===== config.mk =====
export PLATFORM = sky130hd
export DESIGN_NAME = gtf_attribute_tokenizer_top
export DESIGN_NICKNAME = d
export VERILOG_FILES = /design/src/design/gat_pkg.sv /design/src/design/gtf_attribute_tokenizer_top.sv /design/src/design/gat_key_match.sv /design/src/design/gat_core.sv
export SDC_FILE = /design/constraint.sdc
export NUM_CORES = 1
export LEC_CHECK = 0
export ABC_AREA = 0
export BUFFER_PORTS_ARGS = -buffer_cell sky130_fd_sc_hd__clkbuf_2
export CAP_MARGIN = 5
export CORE_MARGIN = 2
export CORE_UTILIZATION = 23
export CTS_CLUSTER_DIAMETER = 100
export DETAILED_ROUTE_END_ITERATION = 7
export PLACE_DENSITY = 0.4
export SLEW_MARGIN = 20
export SYNTH_ARGS = -nofsm -noshare
export SYNTH_HDL_FRONTEND = slang
export SYNTH_SLANG_ARGS = --single-unit

===== constraint.sdc =====
create_clock -name clk -period 8.3 [get_ports clk]
set_clock_uncertainty 0.2 [all_clocks]
set_input_delay 0.415 -clock clk [delete_from_list [all_inputs] [get_ports clk]]
set_output_delay 0.415 -clock clk [all_outputs]
set_load 0.03 [all_outputs]

===== src/design/gat_pkg.sv =====
// Types, character codes and the known attribute name table of the tokenizer.
// No dependencies; imported by every design module.
package gat_pkg;

    localparam int NAME_COUNT    = 11;
    localparam int NAME_MAX_LEN  = 17;
    localparam int KEY_NAME_BITS = NAME_MAX_LEN * 8;
    localparam int KEY_ID_W      = 4;
    localparam int FIELD_W       = 12;
    localparam int NUMBER_W      = 32;

    localparam logic [KEY_ID_W-1:0] KEY_UNKNOWN = 4'd11;

    localparam logic [7:0] CH_TAB   = 8'h09;
    localparam logic [7:0] CH_CR    = 8'h0D;
    localparam logic [7:0] CH_SPACE = 8'h20;
    localparam logic [7:0] CH_QUOTE = 8'h22;
    localparam logic [7:0] CH_PLUS  = 8'h2B;
    localparam logic [7:0] CH_MINUS = 8'h2D;
    localparam logic [7:0] CH_ZERO  = 8'h30;
    localparam logic [7:0] CH_NINE  = 8'h39;
    localparam logic [7:0] CH_SEMI  = 8'h3B;

    // Names are right-justified in each entry: the first char sits highest.
    localparam logic [KEY_NAME_BITS-1:0] KEY_NAMES [NAME_COUNT] = '{
        "gene_id", {"transcript", "_id"}, {"gene", "_type"}, {"gene", "_status"},
        {"gene", "_name"}, {"transcript", "_type"}, {"transcript", "_status"},
        {"transcript", "_name"}, {"exon", "_number"}, "exon_id", "level"
    };

    localparam logic [4:0] KEY_LENS [NAME_COUNT] = '{
        5'd7, 5'd13, 5'd9, 5'd11, 5'd9, 5'd15, 5'd17, 5'd15, 5'd11, 5'd7, 5'd5
    };

    typedef enum logic [3:0] {
        PH_SEEK_KEY = 4'b0001,
        PH_IN_KEY   = 4'b0010,
        PH_SEEK_VAL = 4'b0100,
        PH_IN_VAL   = 4'b1000
    } gat_phase_t;

    typedef struct packed {
        logic                       pair_valid;
        logic [KEY_ID_W-1:0]        key_id;
        logic [FIELD_W-1:0]         value_offset;
        logic [FIELD_W-1:0]         value_length;
        logic signed [NUMBER_W-1:0] value_number;
        logic                       line_done;
    } gat_result_t;

    // Character i of known name n; zero past the end of the name.
    function automatic logic [7:0] key_char(input logic [3:0] n, input logic [4:0] i);
        int         base;
        logic [7:0] ch;
        base = int'(KEY_LENS[n]) - 1 - int'(i);
        if (base >= 0)
            ch = KEY_NAMES[n][base*8 +: 8];
        else
            ch = 8'd0;
        return ch;
    endfunction

endpackage


===== src/design/gtf_attribute_tokenizer_top.sv =====
// An input transfer passes through the input register and then the result register to its result.
// Throughput: one byte per cycle while results are taken; the per-byte state update (key compare and the
// multiply-add by ten on the number accumulator) sets the cycle.
// Bytes that end no pair and are not end of line produce no output transfer.
// Reset (rst_n, asynchronous, active low) empties both registers and returns the
// tokenizer to the start of a line.
// Top level of the GTF attribute tokenizer; depends on gat_pkg and gat_core.
module gtf_attribute_tokenizer_top
    import gat_pkg::*;
#(
    parameter int LINE_BYTES  = 4096,
    parameter int KEY_MAX_LEN = 17
)
(
    input  logic        clk,
    input  logic        rst_n,
    // input stream
    input  logic        s_axis_tvalid,
    output logic        s_axis_tready,
    input  logic [7:0]  s_axis_tdata,   // [7:0] char_byte
    input  logic        s_axis_tlast,   // end_of_line
    // result stream
    output logic        m_axis_tvalid,
    input  logic        m_axis_tready,
    output logic [63:0] m_axis_tdata,   // [3:0] key_id, [15:4] value_offset,
                                        // [27:16] value_length, [59:28] value_number,
                                        // [63:60] zero
    output logic        m_axis_tuser,   // [0] pair_valid
    output logic        m_axis_tlast    // line_done
);

    // input register
    logic        in_valid_reg, in_valid_next;
    logic [7:0]  in_byte_reg;
    logic        in_eol_reg;

    // result register
    logic        out_valid_reg, out_valid_next;
    gat_result_t out_res_reg;

    logic        advance;     // byte in the input register is consumed this cycle
    logic        in_take;
    logic        load_out;
    gat_result_t core_res;
    logic        core_res_valid;

    // A byte moves on whenever the result register is free or being drained,
    // so a new byte can enter every cycle as long as results are taken.
    // A result held by the receiver stalls the input register.
    assign advance       = in_valid_reg && (!out_valid_reg || m_axis_tready);
    assign s_axis_tready = !in_valid_reg || advance;
    assign in_take       = s_axis_tvalid && s_axis_tready;
    assign load_out      = advance && core_res_valid;

    assign in_valid_next  = in_take ? 1'b1 : (advance ? 1'b0 : in_valid_reg);
    assign out_valid_next = load_out ? 1'b1
                          : ((out_valid_reg && m_axis_tready) ? 1'b0 : out_valid_reg);

    gat_core #(
        .LINE_BYTES  (LINE_BYTES),
        .KEY_MAX_LEN (KEY_MAX_LEN)
    ) u_core (
        .clk         (clk),
        .rst_n       (rst_n),
        .step        (advance),
        .char_byte   (in_byte_reg),
        .end_of_line (in_eol_reg),
        .res         (core_res),
        .res_valid   (core_res_valid)
    );

    always_ff @(posedge clk or negedge rst_n)
    begin
        if (!rst_n)
        begin
            in_valid_reg  <= 1'b0;
            out_valid_reg <= 1'b0;
        end
        else
        begin
            in_valid_reg  <= in_valid_next;
            out_valid_reg <= out_valid_next;
        end
    end

    // payload registers carry no reset
    always_ff @(posedge clk)
    begin
        if (in_take)
        begin
            in_byte_reg <= s_axis_tdata;
            in_eol_reg  <= s_axis_tlast;
        end
        if (load_out)
            out_res_reg <= core_res;
    end

    assign m_axis_tvalid = out_valid_reg;
    assign m_axis_tdata  = {4'b0000,
                            out_res_reg.value_number,
                            out_res_reg.value_length,
                            out_res_reg.value_offset,
                            out_res_reg.key_id};
    assign m_axis_tuser  = out_res_reg.pair_valid;
    assign m_axis_tlast  = out_res_reg.line_done;

endmodule


===== src/design/gat_key_match.sv =====
// Key matcher: narrows the candidate mask by one key byte and resolves the key id.
// Depends on gat_pkg.
module gat_key_match
    import gat_pkg::*;
#(
    parameter int KEY_MAX_LEN = 17,
    localparam int KLEN_W = $clog2(KEY_MAX_LEN + 1)
)
(
    input  logic [7:0]            char_byte,
    input  logic [NAME_COUNT-1:0] mask_in,
    input  logic [KLEN_W-1:0]     len_in,
    output logic [NAME_COUNT-1:0] mask_out,
    output logic [KLEN_W-1:0]     len_out,
    output logic [KEY_ID_W-1:0]   key_id
);

    always_comb
    begin
        mask_out = mask_in;
        for (int n = 0; n < NAME_COUNT; n++)
        begin
            if (len_in >= KLEN_W'(KEY_LENS[n]) ||
                key_char(4'(n), len_in[4:0]) != char_byte)
                mask_out[n] = 1'b0;
        end
        // length saturates so an overlong key can never match
        len_out = (len_in < KLEN_W'(KEY_MAX_LEN)) ? len_in + 1'b1 : len_in;
    end

    // lowest-numbered surviving name of the exact length wins
    always_comb
    begin
        key_id = KEY_UNKNOWN;
        for (int n = NAME_COUNT - 1; n >= 0; n--)
        begin
            if (mask_in[n] && len_in == KLEN_W'(KEY_LENS[n]))
                key_id = KEY_ID_W'(n);
        end
    end

endmodule


===== src/design/gat_core.sv =====
// Tokenizer core: phase machine, key and number state, per-byte result.
// Depends on gat_pkg and gat_key_match.
module gat_core
    import gat_pkg::*;
#(
    parameter int LINE_BYTES  = 4096,
    parameter int KEY_MAX_LEN = 17
)
(
    input  logic        clk,
    input  logic        rst_n,
    input  logic        step,
    input  logic [7:0]  char_byte,
    input  logic        end_of_line,
    output gat_result_t res,
    output logic        res_valid
);

    localparam int POS_W  = $clog2(LINE_BYTES);
    localparam int EXT_W  = (POS_W > FIELD_W) ? POS_W : FIELD_W;
    localparam int KLEN_W = $clog2(KEY_MAX_LEN + 1);
    localparam logic [NUMBER_W-1:0] MAG_LIMIT = {1'b1, {(NUMBER_W-1){1'b0}}};

    gat_phase_t            phase_reg, phase_next;
    logic [POS_W-1:0]      pos_reg, pos_next, pos_inc;
    logic [KLEN_W-1:0]     klen_reg, klen_next;
    logic [NAME_COUNT-1:0] mask_reg, mask_next;
    logic [POS_W-1:0]      vstart_reg, vstart_next;
    logic [NUMBER_W-1:0]   acc_reg, acc_next;
    logic                  neg_reg, neg_next;
    logic                  ended_reg, ended_next;
    logic                  begun_reg, begun_next;

    logic key_restart, key_step, num_restart, num_step, emit;
    logic is_space, is_quote, is_semi, is_digit, is_white;

    logic [NAME_COUNT-1:0] mask_in, mask_upd;
    logic [KLEN_W-1:0]     klen_in, klen_upd;
    logic [KEY_ID_W-1:0]   key_id;

    logic [NUMBER_W-1:0]   acc_in, acc_upd;
    logic                  neg_in, neg_upd, ended_in, ended_upd, begun_in, begun_upd;
    logic [NUMBER_W+3:0]   mac;
    logic                  skip;

    logic [POS_W-1:0]      vstart_eff;
    logic [POS_W:0]        len_full;
    logic [EXT_W-1:0]      off_ext, len_ext;
    logic [NUMBER_W-1:0]   number;

    assign is_space = (char_byte == CH_SPACE);
    assign is_quote = (char_byte == CH_QUOTE);
    assign is_semi  = (char_byte == CH_SEMI);
    assign is_digit = (char_byte inside {[CH_ZERO:CH_NINE]});
    assign is_white = is_space || (char_byte inside {[CH_TAB:CH_CR]});

    // phase decode
    always_comb
    begin
        phase_next  = phase_reg;
        key_restart = 1'b0;
        key_step    = 1'b0;
        num_restart = 1'b0;
        num_step    = 1'b0;
        emit        = 1'b0;
        case (phase_reg)
            PH_SEEK_KEY:
            begin
                if (!is_space && !is_quote && !is_semi)
                begin
                    key_restart = 1'b1;
                    key_step    = 1'b1;
                    phase_next  = PH_IN_KEY;
                end
            end
            PH_IN_KEY:
            begin
                if (is_space)
                    phase_next = PH_SEEK_VAL;
                else
                    key_step = 1'b1;
            end
            PH_SEEK_VAL:
            begin
                if (!is_space && !is_quote)
                begin
                    num_restart = 1'b1;
                    if (is_semi)
                    begin
                        emit       = 1'b1;
                        phase_next = PH_SEEK_KEY;
                    end
                    else
                    begin
                        num_step   = 1'b1;
                        phase_next = PH_IN_VAL;
                    end
                end
            end
            PH_IN_VAL:
            begin
                if (is_quote || is_semi)
                begin
                    emit       = 1'b1;
                    phase_next = PH_SEEK_KEY;
                end
                else
                    num_step = 1'b1;
            end
            default: phase_next = PH_SEEK_KEY;
        endcase
    end

    assign mask_in = key_restart ? {NAME_COUNT{1'b1}} : mask_reg;
    assign klen_in = key_restart ? '0 : klen_reg;

    gat_key_match #(
        .KEY_MAX_LEN (KEY_MAX_LEN)
    ) u_key_match (
        .char_byte (char_byte),
        .mask_in   (mask_in),
        .len_in    (klen_in),
        .mask_out  (mask_upd),
        .len_out   (klen_upd),
        .key_id    (key_id)
    );

    // atoi step: skip leading white space, optional sign, then digits
    assign acc_in   = num_restart ? '0 : acc_reg;
    assign neg_in   = num_restart ? 1'b0 : neg_reg;
    assign ended_in = num_restart ? 1'b0 : ended_reg;
    assign begun_in = num_restart ? 1'b0 : begun_reg;
    assign mac = {acc_in, 3'b000} + {2'b00, acc_in, 1'b0}
               + (NUMBER_W+4)'(char_byte[3:0]);

    always_comb
    begin
        acc_upd   = acc_in;
        neg_upd   = neg_in;
        ended_upd = ended_in;
        begun_upd = begun_in;
        skip      = 1'b0;
        if (!ended_in)
        begin
            if (!begun_in)
            begin
                if (is_white)
                    skip = 1'b1;
                else
                begin
                    begun_upd = 1'b1;
                    if (char_byte == CH_PLUS || char_byte == CH_MINUS)
                    begin
                        neg_upd = (char_byte == CH_MINUS);
                        skip    = 1'b1;
                    end
                end
            end
            if (!skip)
            begin
                if (is_digit)
                begin
                    if (!acc_in[NUMBER_W-1])
                        acc_upd = (mac > (NUMBER_W+4)'(MAG_LIMIT)) ? MAG_LIMIT
                                                                  : mac[NUMBER_W-1:0];
                end
                else
                    ended_upd = 1'b1;
            end
        end
    end

    assign pos_inc    = (pos_reg == POS_W'(LINE_BYTES - 1)) ? '0 : pos_reg + 1'b1;
    assign vstart_eff = num_restart ? pos_reg : vstart_reg;
    assign len_full   = (pos_reg >= vstart_eff)
                      ? {1'b0, pos_reg} - {1'b0, vstart_eff}
                      : {1'b0, pos_reg} + (POS_W+1)'(LINE_BYTES) - {1'b0, vstart_eff};
    assign off_ext    = EXT_W'(vstart_eff);
    assign len_ext    = EXT_W'(len_full[POS_W-1:0]);
    assign number     = neg_in ? (~acc_in + 1'b1)
                      : (acc_in[NUMBER_W-1] ? {1'b0, {(NUMBER_W-1){1'b1}}} : acc_in);

    always_comb
    begin
        res_valid = emit || end_of_line;
        res = '0;
        res.line_done = end_of_line;
        if (emit)
        begin
            res.pair_valid   = 1'b1;
            res.key_id       = key_id;
            res.value_offset = off_ext[FIELD_W-1:0];
            res.value_length = len_ext[FIELD_W-1:0];
            res.value_number = number;
        end
    end

    always_comb
    begin
        klen_next   = key_step ? klen_upd : klen_reg;
        mask_next   = key_step ? mask_upd : mask_reg;
        vstart_next = vstart_eff;
        acc_next    = num_step ? acc_upd   : acc_in;
        neg_next    = num_step ? neg_upd   : neg_in;
        ended_next  = num_step ? ended_upd : ended_in;
        begun_next  = num_step ? begun_upd : begun_in;
        pos_next    = pos_inc;
    end

    always_ff @(posedge clk or negedge rst_n)
    begin
        if (!rst_n)
        begin
            phase_reg  <= PH_SEEK_KEY;
            pos_reg    <= '0;
            klen_reg   <= '0;
            mask_reg   <= {NAME_COUNT{1'b1}};
            vstart_reg <= '0;
            acc_reg    <= '0;
            neg_reg    <= 1'b0;
            ended_reg  <= 1'b0;
            begun_reg  <= 1'b0;
        end
        else if (step)
        begin
            if (end_of_line)
            begin
                phase_reg  <= PH_SEEK_KEY;
                pos_reg    <= '0;
                klen_reg   <= '0;
                mask_reg   <= {NAME_COUNT{1'b1}};
                vstart_reg <= '0;
                acc_reg    <= '0;
                neg_reg    <= 1'b0;
                ended_reg  <= 1'b0;
                begun_reg  <= 1'b0;
            end
            else
            begin
                phase_reg  <= phase_next;
                pos_reg    <= pos_next;
                klen_reg   <= klen_next;
                mask_reg   <= mask_next;
                vstart_reg <= vstart_next;
                acc_reg    <= acc_next;
                neg_reg    <= neg_next;
                ended_reg  <= ended_next;
                begun_reg  <= begun_next;
            end
        end
    end

endmodule


[Word-level counts from Yosys, hierarchy flattened]
Cells that the tools add are included.
Cells by class
  mux-type cells: 104
  shifts and indexed selects: 11
  equal/unequal tests: 32
  magnitude comparators: 21
  reduce and logical (&&, ||, !) cells: 50
  $add $sub $neg: 15
  bitwise logic cells: 2
Operators by type and width (count)
  $shiftx 136x9->8 const A: 11
  $mux 32: 9
  $mux 8: 11
  $ne 8x8->1: 11
  $mux 4: 16
  $mux 61: 1
  $mux 12: 5
  $mux 1: 50
  $ge 6x1->1 const B: 7
  $eq 8x6->1 const B: 5
  $add 35x33->36: 1
  $add 36x4->36: 1
  $gt 36x32->1 const B: 1
  $mux 11: 3
  $add 32x1->32 const B: 1
  $not 32->32: 1
  $mux 31: 1
  $add 12x1->12 const B: 2
  $sub 12x12->12: 2
  $sub 4x5->6 const A: 4
  $eq 5x4->1 const B: 4
  $ge 5x4->1 const B: 4
  $mux 5: 4
  $logic_and 1x1->1: 19
  31 further kinds: 61
Word-level totals
  input port bits: 13
  flip-flop bits (word level): 152
  output and inout bits: 68

[Longest topological paths before layout]
  depth in word-level cells: 21
  gate-level depth with buffers: 25
  depth with buffers taken out: 18

[By module]
A second synthesis with hierarchy kept.
Unflattened totals
  cell total of the unflattened synthesis: 1867
  area, all modules: 14730.4 um^2
Modules (own cells, without submodules)
  gat_core: cells an instance 1160, area an instance 8654.6 um^2, seq. area each 1991.9 um^2, times used 1
  gat_key_match: cells an instance 621, area an instance 3798.6 um^2, seq. area each 0.0 um^2, times used 1
  gtf_attribute_tokenizer_top: cells an instance 86, area an instance 2277.2 um^2, seq. area each 2182.1 um^2, times used 1

[Worst setup path after synthesis]
Ideal clock, no wire load.
  path type: register to register
  start point: register in_byte_reg[2]
  end point: register u_core.acc_reg[1]
  data arrival time: 6127 ps
  path slack: 1896 ps
  buffers on the path: 7
  stages on the path, launching flop included: 26
  setup time: 77 ps
  period minus slack after synthesis: 6404 ps
  path through: edfxtp_1 > clkbuf_1 > or4b_1 > clkbuf_1 > nor3_1 > nand2b_1 > clkbuf_1 > buf_2 > buf_2 > clkbuf_1 > and2_1 > ha_1 > ha_1 > inv_1 > fa_1 > nand2b_1 > a211oi_2 > o21ai_1 > nand3_1 > a21oi_1 > o221a_2 > or4_1 > nor3_2 > clkbuf_1 > nand4b_1 > a21oi_1
On the way
  cells in the longest elaborated chain, start to end: 16
  elaborated cells between the ends (all ways): 40
Ends and longest elaborated chain
  start: declaration: line gtf_attribute_tokenizer_top.sv:34  | logic [7:0] in_byte_reg;
  start signal: assignment: line gtf_attribute_tokenizer_top.sv:91  | in_byte_reg <= s_axis_tdata;
  $eq 8x6->1, on equally long branches: line gat_core.sv:51, gat_core.sv:52
  $logic_not 1->1: line gat_core.sv:85  | if (!is_space && !is_quote)
  $logic_and 1x1->1: line gat_core.sv:85
  $mux 1: line gat_core.sv:85
  $mux 1: line gat_core.sv:66  | case (phase_reg)
  $mux 32: line gat_core.sv:129  | assign acc_in = num_restart ? '0 : acc_reg;
  $add 35x33->36: line gat_core.sv:133  | assign mac = {acc_in, 3'b000} + {2'b00, acc_in, 1'b0}
  $add 36x4->36: line gat_core.sv:134  | + (NUMBER_W+4)'(char_byte[3:0]);
  $gt 36x32->1: line gat_core.sv:164  | acc_upd = (mac > (NUMBER_W+4)'(MAG_LIMIT)) ? MAG_LIMIT
  $mux 32: line gat_core.sv:164
  $mux 32: line gat_core.sv:163  | if (!acc_in[NUMBER_W-1])
  $mux 32: line gat_core.sv:161  | if (is_digit)
  $mux 32: line gat_core.sv:159  | if (!skip)
  $mux 32: line gat_core.sv:143  | if (!ended_in)
  $mux 32 (*): line gat_core.sv:203  | acc_next = num_step ? acc_upd : acc_in;
  $mux 32 (*): line gat_core.sv:226  | if (end_of_line)
  end signal: assignment: line gat_core.sv:245  | acc_reg <= acc_next;
  end: declaration: line gat_core.sv:29  | logic [NUMBER_W-1:0] acc_reg, acc_next;
Every way passes the cells marked *; elsewhere a longest branch is shown, timed or not. The select of a mux whose other input is x is not followed.
A chain may end at the register's enable or synchronous reset.

[Worst setup path in the final report]
  start point: register in_byte_reg[6]
  end point: register u_core.acc_reg[11]
Same word-level chain as after synthesis.

==> summary.md <==
| Metric | Value |
|---|---|
| Finished Layout Cells | about 2600 |
| Clock power frac | 21.7% |
| Final setup TNS | 0 ns |
| Share of cells above drive strength 1 | between 10 and 15% |
| #FFs+latches synth | 152 |
| Cell Area, Synth | 14100 um2 |
| P&R area growth vs syn | 12.97% |
| Largest register FFs | 60 |
| Arrival time worst endpoint | around 7.6 ns |
| Placed cells | around 2600 |
| Sw frac | 48.32% |
| Post-DRT Antenna Nets | 0 |
| Total GRT Usage | approximately 17% |
| Critical path endpoint category | register |
| Initial antenna violation count | 0 |
| Die Width | about 250 um |
| Global-route wire length before repair | 82.09 mm |
| Ys Warns | 0 |
| Int Power | around 1900 uW |
| Post-synth top flop | edfxtp_1 |
| Uppermost layer routed | met4 |
| Maxcap violations | 0 |
| Min Hold Slack | roughly 0.042 ns |
| Post-Syn Instances | between 1500 and 2000 |
| Root Buffer | clkbuf_16 |
| Final GP Congestion | 0.8984 |
| CTS tree | built |
| DRC | 0 |
| Distinct cells, synth | 98 |
| Worst VDD drop | 0.1932 mV |
| Io pins | 81 |
| Die H | approximately 250 um |
| Combinational share of power | between 50% and 60% |
| WL met2 | between 20 and 25 mm |
| Final Cycle Share | 89.78% |
| Most used cell, CP | ha_1 |
| DP HPWL | approximately 39 mm |
| Initial drt markers | ~1400 |
| Sequential power share | 25.5% |
| Crit-path leading delay family | simple AND/OR/NAND/NOR gates |
| Clock Pin Slew Worst Setup and Hold Paths | 0.08 ns |
| Clock Tree Buf Depth | 2 |
| Slew @ Worst Pin | 1.073 ns |
| Vias in the first global route | between 10000 and 15000 |
| Yosys top cell by area | edfxtp_1 |
| Unrepaired setup endpoints after global routing | false |
| Status | complete, no violations |
| Routed wl met3 | 2.564 mm |
| # nets final | around 1900 |
| Achievable Freq | 0.1342 GHz |
| Routed len/inst | 20.29 um |
| Tmin final | ~7.5 ns |
| Critical path class | reg2reg |
| Remaining global-route overflow | 0 |
| Worst-Skew Late Latency | 0.49 ns |
| Via count | 14050 |
| Core Region | 60470 um2 |
| Top area cells in the synthesized netlist | edfxtp_1 15%, dfrtp_1 12%, ha_1 7.1%, a21oi_1 5.8%, o21ai_0 5.3% |
| Seq/Total Area, Yosys | 29.61% |
| Crit path buf inv count | 1 |
| # H-tree levels | 4 |
| Clock Sinks | 152 |
| CP Launch Type | register |
| Final Max Slew Viols | 0 |
| CP max stage cell | or4b_1 |
| Die footprint | 63300 um2 |
| Crit-path max FO | 37 |
| # port buffers | 76 |
| Largest net degree at the start of global routing | 63 |
| Slew headroom | 28.20% |
| Drt total wl | 52.73 mm |
| Pleak | 0.006346 uW |
| Met1 wire length | 24.88 mm |
| Pwr dens | between 200 and 250 nW/um2 |
| NetSw | around 1800 uW |
| Post-synth top area share | 15.12% |
| Post-synth EDFFs | 71 |
| Reg2Reg Setup Slack | around 0.85 ns |
| CTS buffer count | 17 |
| Crit-path cells | or4b_1, nor3_1, nand2b_2, and2_1, ha_1, ha_1, inv_1, fa_1, nand2b_1, a211oi_2, o21ai_0, a2111o_1, nor4_2, nand4_1, or4_4, o31ai_4, nand2_2, o31ai_1 |
| Final Hold Viols | 0 |
| Initial Util | roughly a quarter |
| Antenna cells | 0 |
| TritonRoute pass-1 iters | 6 |
| Post-synthesis area per instance | 7.881 um2 |
| Vias per cell | 5.404 |
| Final setup vio count | 0 |
| Worst EP required | roughly 8.5 ns |
| HP Class | in2reg |
| Core Rows | 90 |
| Async SR Flop Fraction | a little over half |
| Max incr delay on CP | 0.73 ns |
## layout make-up
type / count / area, um2
clock buffers: 17 / 425.4
clock inverters: 15 / 176.4
fillers: 6549 / 44540
inverters: 51 / 191.4
multi-input cells: 1460 / 9226
flip-flops and latches: 152 / 4174
well taps: 782 / 978.4
repair buffers: 122 / 755.7
## metal layers
metal | up-vias | track usage (%)
met5 | - | 0
met4 | 0 | 5.000
met3 | 68 | 2.992
met2 | 448 | 26.59
met1 | 6823 | 22.82
li1 | 6706 | -
## cell usage after synthesis, drive strengths merged, types with 8 or more instances
cell / n
o211ai: 23
a21oi: 165
dfrtp: 69
nor3: 56
nand4: 43
a21boi: 10
or3: 14
and2: 32
dfstp: 12
a31oi: 22
or2: 11
mux2i: 16
o31a: 8
nor2: 174
a21o: 18
buf: 33
a2111oi: 9
and3: 20
ha: 80
edfxtp: 71
clkbuf: 96
o31ai: 24
xnor2: 62
nand3: 44
o2111ai: 10
o21a: 19
a22oi: 10
xor2: 34
nor2b: 9
o21ai: 174
nor4: 12
inv: 50
nand2b: 13
o22ai: 13
a221oi: 9
a211oi: 29
nand2: 178
## logic make-up after synthesis
group,count (synthesis),synth area share (%)
DFF,152,29.61
muxes,17,1.216
and+or+nand+nor,645,22.37
AOI/OAI and AO/OA,615,28.04
buffers and inverters,180,5.174
xor gates and xnor gates,97,6.177
other,1,0.02660
adders and majority gates,82,7.384
## worst paths after layout
kind / start / end / depth (start not counted)
setup / recovery: in_byte_reg[6] / u_core.acc_reg[11] / 18
hold / removal: m_axis_tready / in_valid_reg / 3
setup reg to reg: in_byte_reg[6] / u_core.acc_reg[11] / 18
hold reg to reg: u_core.vstart_reg[7] / u_core.vstart_reg[7] / 2
max in group asynchronous: rst_n / u_core.acc_reg[25] / 3
min in group asynchronous: rst_n / u_core.klen_reg[1] / 2
## cell usage in the layout, fill, tap and decap left out, types with 43 or more instances in the layout
cell	netlist	layout
ha_1	80	80
nand2_1	177	177
nand3_1	44	44
o21ai_0	148	148
nand4_1	43	43
clkbuf_2	0	75
nor2_1	172	171
a21oi_1	163	163
edfxtp_1	71	71
inv_1	47	46
dfrtp_1	69	69
xnor2_1	62	62
nor3_1	55	55
## through the flow
step	util (%)	area [um2]	power [uW]	worst slack (ns)
global route	26.34	15930	4011	0.5089
CTS	26.34	15930	3760	0.9308
detailed placement	25.16	15220	2915	0.9689
finish	26.34	15930	3770	0.8482
global placement	25.16	15220	2919	1.202
floorplan	-	14110	2346	1.896
## worst reg2reg max path, delay by kind of cell, from the launching register on
kind            cells  cell delay [ns]
buf+inv             1             0.07
simple gates        9             3.57
fa+ha+maj           3             0.72
compound gates      5             2.12
flops               1             0.64
## power groups by stage
stage / clock, uW / combinational [uW] / sequential (uW)
6_report: 819 / 1990 / 960
5_1_grt: 876 / 2170 / 969
4_1_cts: 847 / 1950 / 959
3_5_place_dp: 0 / 1940 / 973
3_3_place_gp: 0 / 1950 / 970
2_1_floorplan: 0 / 1400 / 944
## repair_timing
| item | CTS | global route |
|---|---|---|
| setup buffers | 0 | 0 |
| gates resized for setup | 0 | 0 |
| hold buffers | 11 | 0 |
| endpoints found under the hold margin | 27 | 0 |
No activity file was read; power rests on OpenSTA's default activity.
